$ cat src/hdl/ddow_pkg.sv
// Shared constants for the differential-drive odometry and command watchdog.
// Holds the CORDIC arctangent table and the fixed-point scale factors.
// No dependencies.
package ddow_pkg;

	// Start vector of the rotation: the CORDIC gain in Q2.30.
	localparam logic signed [33:0] CORDIC_GAIN_Q30 = 34'sd652032874;
	// Heading scale: round(2^40 / (2*pi*10^6)).
	localparam logic [23:0] YAW_SCALE = 24'd174993;
	// Microseconds in one second, and half of it for rounding.
	localparam logic [20:0] US_PER_S = 21'd1000000;
	localparam logic [47:0] US_HALF = 48'd500000;
	localparam logic [23:0] TIMEOUT_RESET = 24'd500000;
	// Iterations of the serial multiplier and divider.
	localparam int MUL_BITS = 24;
	localparam int DIV_BITS = 48;

	// Arctangent of 2^-i in binary-angle units.
	function automatic logic [32:0] atan_at(input logic [4:0] i);
		logic [32:0] v;
		begin
			case (i)
				5'd0: v = 33'd536870912;
				5'd1: v = 33'd316933406;
				5'd2: v = 33'd167458907;
				5'd3: v = 33'd85004756;
				5'd4: v = 33'd42667331;
				5'd5: v = 33'd21354465;
				5'd6: v = 33'd10679838;
				5'd7: v = 33'd5340245;
				5'd8: v = 33'd2670163;
				5'd9: v = 33'd1335087;
				5'd10: v = 33'd667544;
				5'd11: v = 33'd333772;
				5'd12: v = 33'd166886;
				5'd13: v = 33'd83443;
				5'd14: v = 33'd41722;
				5'd15: v = 33'd20861;
				5'd16: v = 33'd10430;
				5'd17: v = 33'd5215;
				5'd18: v = 33'd2608;
				5'd19: v = 33'd1304;
				5'd20: v = 33'd652;
				5'd21: v = 33'd326;
				5'd22: v = 33'd163;
				5'd23: v = 33'd81;
				5'd24: v = 33'd41;
				5'd25: v = 33'd20;
				5'd26: v = 33'd10;
				5'd27: v = 33'd5;
				5'd28: v = 33'd3;
				5'd29: v = 33'd1;
				5'd30: v = 33'd1;
				default: v = 33'd0;
			endcase
			return v;
		end
	endfunction

endpackage

$ cat src/hdl/diff_drive_odometry_watchdog_core.sv
// Dead-reckoning odometry for a differential-drive base, with a command watchdog.
// A velocity command is taken and gives no result. A tick runs the CORDIC (one
// iteration a cycle), then a shared bit-serial multiplier (six products) and a
// bit-serial divider by one million (twice) before its pose is offered. One item
// is worked on at a time; the next is taken once the pose has been handed to the
// output register. Depends on ddow_pkg.
module diff_drive_odometry_watchdog_core #(
	parameter int CORDIC_STEPS = 16
) (
	input  logic        clk,
	input  logic        arst_n,
	input  logic        cfg_we,
	input  logic [23:0] cfg_wdata,
	input  logic        in_valid,
	output logic        in_ready,
	input  logic        op,
	input  logic signed [23:0] linear_speed,
	input  logic signed [23:0] angular_speed,
	input  logic [19:0] elapsed_us,
	output logic        out_valid,
	input  logic        out_ready,
	output logic signed [31:0] pos_x,
	output logic signed [31:0] pos_y,
	output logic [31:0] heading,
	output logic signed [23:0] speed_now,
	output logic signed [23:0] turn_now,
	output logic        stopped
);
	import ddow_pkg::*;

	typedef enum logic [2:0] {S_IDLE, S_CORDIC, S_QUAD, S_MUL, S_DIV, S_OUT} state_t;
	typedef enum logic [2:0] {PH_XT, PH_XD, PH_YT, PH_YD, PH_H1, PH_H2} phase_t;

	localparam int STEPS = (CORDIC_STEPS > 32) ? 32 : CORDIC_STEPS;

	state_t state_q;
	phase_t phase_q;
	logic [5:0] cnt_q;
	logic [23:0] timeout_q;
	logic signed [31:0] x_pos_q, y_pos_q;
	logic [31:0] yaw_q;
	logic signed [23:0] lin_q, ang_q;
	logic [23:0] age_q;
	logic timed_q;
	logic [19:0] el_q;
	logic signed [33:0] cx_q, cy_q;
	logic signed [32:0] cz_q;
	logic signed [33:0] cos_q, sin_q;
	logic [71:0] mp_q;
	logic [47:0] ma_q;
	logic neg_q;
	logic [47:0] dn_q;
	logic [20:0] rem_q;
	logic out_valid_q;
	logic signed [31:0] pos_x_q, pos_y_q;
	logic [31:0] heading_q;
	logic signed [23:0] speed_q, turn_q;
	logic stopped_q;

	// Handshake and output drive.
	assign in_ready = (state_q == S_IDLE);
	assign out_valid = out_valid_q;
	assign pos_x = pos_x_q;
	assign pos_y = pos_y_q;
	assign heading = heading_q;
	assign speed_now = speed_q;
	assign turn_now = turn_q;
	assign stopped = stopped_q;

	// Command age with saturation and the timeout test.
	logic [24:0] age_sum;
	logic [23:0] age_new;
	logic timeout_hit;
	assign age_sum = {1'b0, age_q} + {5'd0, elapsed_us};
	assign age_new = age_sum[24] ? 24'hFFFFFF : age_sum[23:0];
	assign timeout_hit = age_new > timeout_q;

	// One CORDIC iteration.
	logic signed [33:0] cxs, cys;
	logic [32:0] atan_v;
	assign cxs = cx_q >>> cnt_q[4:0];
	assign cys = cy_q >>> cnt_q[4:0];
	assign atan_v = atan_at(cnt_q[4:0]);

	// Magnitudes for the sign-magnitude products.
	logic [23:0] lin_abs, ang_abs;
	logic [33:0] cos_abs, sin_abs;
	assign lin_abs = lin_q[23] ? (~lin_q + 24'd1) : lin_q;
	assign ang_abs = ang_q[23] ? (~ang_q + 24'd1) : ang_q;
	assign cos_abs = cos_q[33] ? (~cos_q + 34'd1) : cos_q;
	assign sin_abs = sin_q[33] ? (~sin_q + 34'd1) : sin_q;

	// Shift-add multiplier step: one multiplier bit a cycle.
	logic [48:0] mul_sum;
	logic [71:0] mul_next;
	assign mul_sum = {1'b0, mp_q[71:24]} + (mp_q[0] ? {1'b0, ma_q} : 49'd0);
	assign mul_next = {mul_sum, mp_q[23:1]};

	// Restoring divider step by one million: one quotient bit a cycle.
	logic [20:0] rsh;
	logic div_ge;
	logic [47:0] dn_next;
	logic [20:0] rem_next;
	assign rsh = {rem_q[19:0], dn_q[47]};
	assign div_ge = rsh >= US_PER_S;
	assign rem_next = div_ge ? (rsh - US_PER_S) : rsh;
	assign dn_next = {dn_q[46:0], div_ge};

	// Rounded product scalings.
	logic [71:0] t_round, h_round;
	logic [47:0] t_mag;
	logic [31:0] yaw_d;
	assign t_round = mul_next + 72'h20000000;
	assign t_mag = {23'd0, t_round[54:30]};
	assign h_round = mul_next + 72'h800000;
	assign yaw_d = neg_q ? (~h_round[55:24] + 32'd1) : h_round[55:24];

	// Position update with saturation.
	logic signed [33:0] q_signed, pos_old, pos_sum;
	logic signed [31:0] pos_sat;
	assign q_signed = neg_q ? -$signed({1'b0, dn_next[32:0]}) : $signed({1'b0, dn_next[32:0]});
	assign pos_old = (phase_q == PH_XD) ? 34'(x_pos_q) : 34'(y_pos_q);
	assign pos_sum = pos_old + q_signed;
	always_comb begin
		if (pos_sum > 34'sd2147483647) begin
			pos_sat = 32'sh7FFFFFFF;
		end else if (pos_sum < -34'sd2147483648) begin
			pos_sat = 32'sh80000000;
		end else begin
			pos_sat = pos_sum[31:0];
		end
	end

	// Sequencer, datapath and output register.
	always_ff @(posedge clk or negedge arst_n) begin
		if (!arst_n) begin
			state_q <= S_IDLE;
			phase_q <= PH_XT;
			cnt_q <= '0;
			timeout_q <= TIMEOUT_RESET;
			x_pos_q <= '0;
			y_pos_q <= '0;
			yaw_q <= '0;
			lin_q <= '0;
			ang_q <= '0;
			age_q <= '0;
			timed_q <= 1'b0;
			out_valid_q <= 1'b0;
		end else begin
			if (cfg_we) begin
				timeout_q <= cfg_wdata;
			end
			if (out_valid_q && out_ready) begin
				out_valid_q <= 1'b0;
			end
			case (state_q)
				S_IDLE: begin
					if (in_valid) begin
						if (!op) begin
							lin_q <= linear_speed;
							ang_q <= angular_speed;
							age_q <= '0;
							timed_q <= 1'b0;
						end else begin
							age_q <= age_new;
							if (timeout_hit) begin
								lin_q <= '0;
								ang_q <= '0;
								timed_q <= 1'b1;
							end
							el_q <= elapsed_us;
							cx_q <= CORDIC_GAIN_Q30;
							cy_q <= '0;
							cz_q <= {3'b000, yaw_q[29:0]};
							cnt_q <= '0;
							state_q <= S_CORDIC;
						end
					end
				end
				S_CORDIC: begin
					if (!cz_q[32]) begin
						cx_q <= cx_q - cys;
						cy_q <= cy_q + cxs;
						cz_q <= cz_q - atan_v;
					end else begin
						cx_q <= cx_q + cys;
						cy_q <= cy_q - cxs;
						cz_q <= cz_q + atan_v;
					end
					if (cnt_q == 6'(STEPS - 1)) begin
						state_q <= S_QUAD;
					end
					cnt_q <= cnt_q + 6'd1;
				end
				S_QUAD: begin
					case (yaw_q[31:30])
						2'd0: begin cos_q <= cx_q; sin_q <= cy_q; end
						2'd1: begin cos_q <= -cy_q; sin_q <= cx_q; end
						2'd2: begin cos_q <= -cx_q; sin_q <= -cy_q; end
						default: begin cos_q <= cy_q; sin_q <= -cx_q; end
					endcase
					state_q <= S_DIV;
					phase_q <= PH_YD;
					cnt_q <= 6'(DIV_BITS);
				end
				S_MUL: begin
					mp_q <= mul_next;
					cnt_q <= cnt_q + 6'd1;
					if (cnt_q == 6'(MUL_BITS - 1)) begin
						cnt_q <= '0;
						case (phase_q)
							PH_XT, PH_YT: begin
								mp_q <= {48'd0, 4'd0, el_q};
								ma_q <= t_mag;
								phase_q <= (phase_q == PH_XT) ? PH_XD : PH_YD;
							end
							PH_XD, PH_YD: begin
								dn_q <= mul_next[47:0] + US_HALF;
								rem_q <= '0;
								state_q <= S_DIV;
							end
							PH_H1: begin
								ma_q <= mul_next[47:0];
								mp_q <= {48'd0, YAW_SCALE};
								phase_q <= PH_H2;
							end
							default: begin
								yaw_q <= yaw_q + yaw_d;
								state_q <= S_OUT;
							end
						endcase
					end
				end
				S_DIV: begin
					dn_q <= dn_next;
					rem_q <= rem_next;
					cnt_q <= cnt_q + 6'd1;
					// Entry from S_QUAD arrives with the count already full,
					// which starts the x product without a division.
					if (cnt_q >= 6'(DIV_BITS - 1)) begin
						cnt_q <= '0;
						state_q <= S_MUL;
						if (phase_q == PH_XD) begin
							x_pos_q <= pos_sat;
							mp_q <= {48'd0, lin_abs};
							ma_q <= 48'(sin_abs);
							neg_q <= lin_q[23] ^ sin_q[33];
							phase_q <= PH_YT;
						end else if (cnt_q == 6'(DIV_BITS)) begin
							mp_q <= {48'd0, lin_abs};
							ma_q <= 48'(cos_abs);
							neg_q <= lin_q[23] ^ cos_q[33];
							phase_q <= PH_XT;
						end else begin
							y_pos_q <= pos_sat;
							mp_q <= {48'd0, 4'd0, el_q};
							ma_q <= {24'd0, ang_abs};
							neg_q <= ang_q[23];
							phase_q <= PH_H1;
						end
					end
				end
				S_OUT: begin
					if (!out_valid_q || out_ready) begin
						out_valid_q <= 1'b1;
						pos_x_q <= x_pos_q;
						pos_y_q <= y_pos_q;
						heading_q <= yaw_q;
						speed_q <= lin_q;
						turn_q <= ang_q;
						stopped_q <= timed_q;
						state_q <= S_IDLE;
					end
				end
				default: state_q <= S_IDLE;
			endcase
		end
	end

	// A stopped pose always carries zero speeds.
	a_stop_zero: assert property (@(posedge clk) disable iff (!arst_n)
		(out_valid && stopped) |-> (speed_now == 24'sd0 && turn_now == 24'sd0))
		else $error("stopped pose with nonzero speed");

	// A command clears the age and the stopped flag.
	a_cmd_clear: assert property (@(posedge clk) disable iff (!arst_n)
		(in_valid && in_ready && !op) |=> (age_q == 24'd0 && !timed_q))
		else $error("command did not restart the watchdog");

	// The CORDIC count stays within its iteration range.
	a_cordic_cnt: assert property (@(posedge clk) disable iff (!arst_n)
		(state_q == S_CORDIC) |-> (cnt_q < 6'(STEPS)))
		else $error("CORDIC count out of range");

	// Items are only taken while nothing is in progress.
	a_busy: assert property (@(posedge clk) disable iff (!arst_n)
		(state_q == S_MUL || state_q == S_DIV) |-> !in_ready)
		else $error("input taken while busy");

endmodule

$ cat config.mk
export PLATFORM = sky130hd
export DESIGN_NAME = diff_drive_odometry_watchdog_core
export DESIGN_NICKNAME = d
export VERILOG_FILES = /design/src/hdl/ddow_pkg.sv /design/src/hdl/diff_drive_odometry_watchdog_core.sv
export SDC_FILE = /design/constraint.sdc
export NUM_CORES = 2
export LEC_CHECK = 0
export ABC_AREA = 1
export BUFFER_PORTS_ARGS = -buffer_cell sky130_fd_sc_hd__buf_2
export CORE_MARGIN = 2
export CORE_UTILIZATION = 55
export CTS_CLUSTER_DIAMETER = 40
export DETAILED_ROUTE_END_ITERATION = 6
export MAX_ROUTING_LAYER = met4
export PLACE_DENSITY = 0.77
export SLEW_MARGIN = 5
export SYNTH_ARGS = -nofsm -noshare
export SYNTH_HDL_FRONTEND = slang
export SYNTH_SLANG_ARGS = --single-unit
$ cat constraint.sdc
create_clock -name clk -period 11.23 [get_ports clk]
set_clock_uncertainty 0.15 [all_clocks]
set_input_delay 1.123 -clock clk [delete_from_list [all_inputs] [get_ports clk]]
set_output_delay 1.123 -clock clk [all_outputs]
set_load 0.05 [all_outputs]
==> run summary <==
initial antenna violation count -> 13
Worst slew margin -> 14.2%
CTS Hold Bufs -> 0
critical path's slowest cell -> nand2_2
async set-reset flop share out of synthesis -> 28.3%
leak pwr -> 28.2 nW
gp weighted congestion -> 1.08
crit path capture type -> register
Syn Area/Cell -> 7.41 um2
DRT Pass-1 Iters -> 7
vias -> 54983
EDFF count, synth -> 523
post-synth top area share -> 28.0%
Tot GR Track Use -> 39.2%
critical path type -> register to register
DR WL/cell -> 22.0 um
DRC viols -> 8
DP Wirelength -> 159 mm
PwrDens -> 339 mW/mm2
Fillers -> 9302
final setup fails -> 0
largest cells by area after synthesis -> edfxtp_1, nand2_1, dfrtp_1
worst min path class -> primary input to asynchronous set/reset pin
area grow syn2layout -> 11.6%
Final Hold Fails -> 0
chip width -> 323 um
clk slew on worst S/H paths -> 0.06 ns
placed instance area -> 0.0585 mm2
grt total ovfl -> 0
post-synth cell types -> 77
row count -> 117
CTS Buf Count -> 114
vias per cell -> 5.98
Final Slew Violations -> 0
crit path launch -> rem_q[5]
Tot Pwr -> 21.2 mW
Min Clock Period, post-route -> 7.68 ns
r2r startpoint -> rem_q[5]
share of cells above drive strength 1 -> 9.03%
post-synthesis sequential area ratio -> 37.3%
Max Cap Viol -> 0
Post-CTS Setup Repair Bufs -> 0
largest net degree at the start of global routing -> 91
CP Max Fanout -> 60
crit-path max cell delay -> 0.82 ns
RR Endpoint -> y_pos_q[30]
RSZ-0062 raised after global routing -> no
TNS Setup -> 0 ns
Max VDD drop -> 0.271 mV
Top FF cell, synth -> edfxtp_1
clk_lat worst skew -> 0.74 ns
Final #Nets -> 8104
Critical Path RT -> 11.70 ns
crit path DAT -> 8.15 ns
DRT antenna net count -> 0
failing checks -> DRC
Final Cell Area -> 0.0625 mm2
outcome -> finished, violations left
netlist area before placement -> 0.0560 mm2
CTS resizes -> 0
clk buf depth -> 3
IO Count -> 245
# H-tree levels -> 3
pre-CTS setup slack -> 3.71 ns
TritonCTS clock tree -> yes
FF-to-FF setup slack -> 3.55 ns
initial DRC count -> 6665
Worst path most repeated cell -> nand3_1
Worst Slack Setup Final -> 3.55 ns
Critical path buffers and inverters -> 5
Starting Density -> 55.2%
Port Buffer Count -> 244
dpl cells -> 8973
area leader, netlist -> edfxtp_1
TritonCTS Sinks -> 729
die height -> 323 um
Syn Inst Count -> 7558
drt total wl -> 203 mm
Layout Cells excl Fill -> 9201
syn nets -> 7941
die area -> 0.104 mm2
Top Family by Delay on Critical Path -> simple AND/OR/NAND/NOR gates
Syn. warnings -> 0
worst r2r path cells -> 35
core footprint -> 0.101 mm2
Max Freq -> 130 MHz
CP startpoint kind -> register
vias in the first global route -> 50313
Least-Margin Pin Slew -> 1.28 ns
Root Buffer -> clkbuf_16
Seq cells post-synth -> 729
global-route wire length before repair -> 303 mm
final worst-path cycle share -> 68.4%
==> cells by family (layout without fill, tap and decap cells) <==
group / count (synthesis) / in the layout / share of synthesized area [%]
other: 0 / 11 / 0
buffers and inverters: 1192 / 1456 / 8.12
adders and majority gates: 285 / 285 / 6.46
AOI/OAI and AO/OA: 1650 / 1650 / 16.9
and+or+nand+nor: 3294 / 3294 / 24.7
xor gates and xnor gates: 373 / 373 / 5.93
muxes: 35 / 35 / 0.628
DFF: 729 / 729 / 37.3
==> area by class of cell <==
type	count	area (um2)	area share, %
Tap cell	1368	1710	2.74
Sequential cell	729	20900	33.4
Clock inverter	89	1040	1.66
Clock buffer	128	2960	4.73
Multi-Input combinational cell	5637	30700	49.1
Antenna cell	11	27.5	0.0440
Timing Repair Buffer	301	1660	2.65
Inverter	938	3520	5.64
==> synthesized netlist by cell type, drive strengths merged (3+ instances only) <==
master,instances
a211oi,24
a22o,14
dfstp,7
fa,7
a22oi,16
nor2,740
or2,39
o211ai,44
buf,67
xor2,284
a21oi,485
clkbuf,187
nand3,323
nor3b,5
o311ai,3
mux2i,34
and3,6
clkinv,17
o21a,50
a21o,18
nand4,84
and2,5
nor4,37
a221oi,12
o21bai,22
xnor2,89
nand2,1922
edfxtp,523
o22ai,50
a31oi,102
o21ai,681
a32oi,5
nand3b,10
o32ai,5
o2111ai,28
a21boi,18
ha,278
dfrtp,199
inv,921
nor3,123
o31ai,20
o221ai,40
==> layer usage <==
layer	part of all wire (%)	up-vias	global-route usage, %
met5	0	-	-
met4	3.8	0	13.4
met3	11	475	8.00
met2	43	2934	57.1
met1	43	25697	54.2
li1	-	25877	-
==> stage by stage <==
stage | utilization (%) | hold WS [ns]
finish | 61.6 | 0.214
global route | 61.6 | 0.241
CTS | 61.6 | 0.203
detailed placement | 57.6 | 0.283
global placement | 57.6 | 0.284
floorplan | - | 0.273
==> report_power, final <==
part | internal (mW) | switching [mW]
combinational | 3.98 | 9.07
clock | 2.13 | 1.51
sequential | 3.85 | 0.657
==> registers in the layout (all words and copies together), names as in the netlist, 32 cells and up <==
name / flops
cy_q: 34
heading: 32
x_pos_q: 32
yaw_q: 32
y_pos_q: 32
cos_q: 34
pos_x: 32
ma_q: 48
cx_q: 34
dn_q: 48
mp_q: 72
cz_q: 33
sin_q: 34
pos_y: 32
==> cells in the final DEF, fill, tap and decap left out, types with 117 or more instances in the layout <==
cell	instances
a21oi_1	483
nor3_1	117
edfxtp_1	523
xor2_1	280
ha_1	278
buf_2	243
nand2_1	1872
inv_1	897
nand3_1	312
o21ai_0	662
dfrtp_1	196
nor2_1	697
==> worst max path at each step <==
stage | endpoint | slack (ns) | cells after the start
after global routing | y_pos_q[30] | 2.69 | 35
after floorplan | cx_q[0] | 1.43 | 5
after global placement | x_pos_q[30] | 3.80 | 35
after CTS | y_pos_q[30] | 3.61 | 35
final | y_pos_q[30] | 3.55 | 35
after detailed placement | y_pos_q[30] | 3.71 | 35
(Power assumes the default switching activity.)
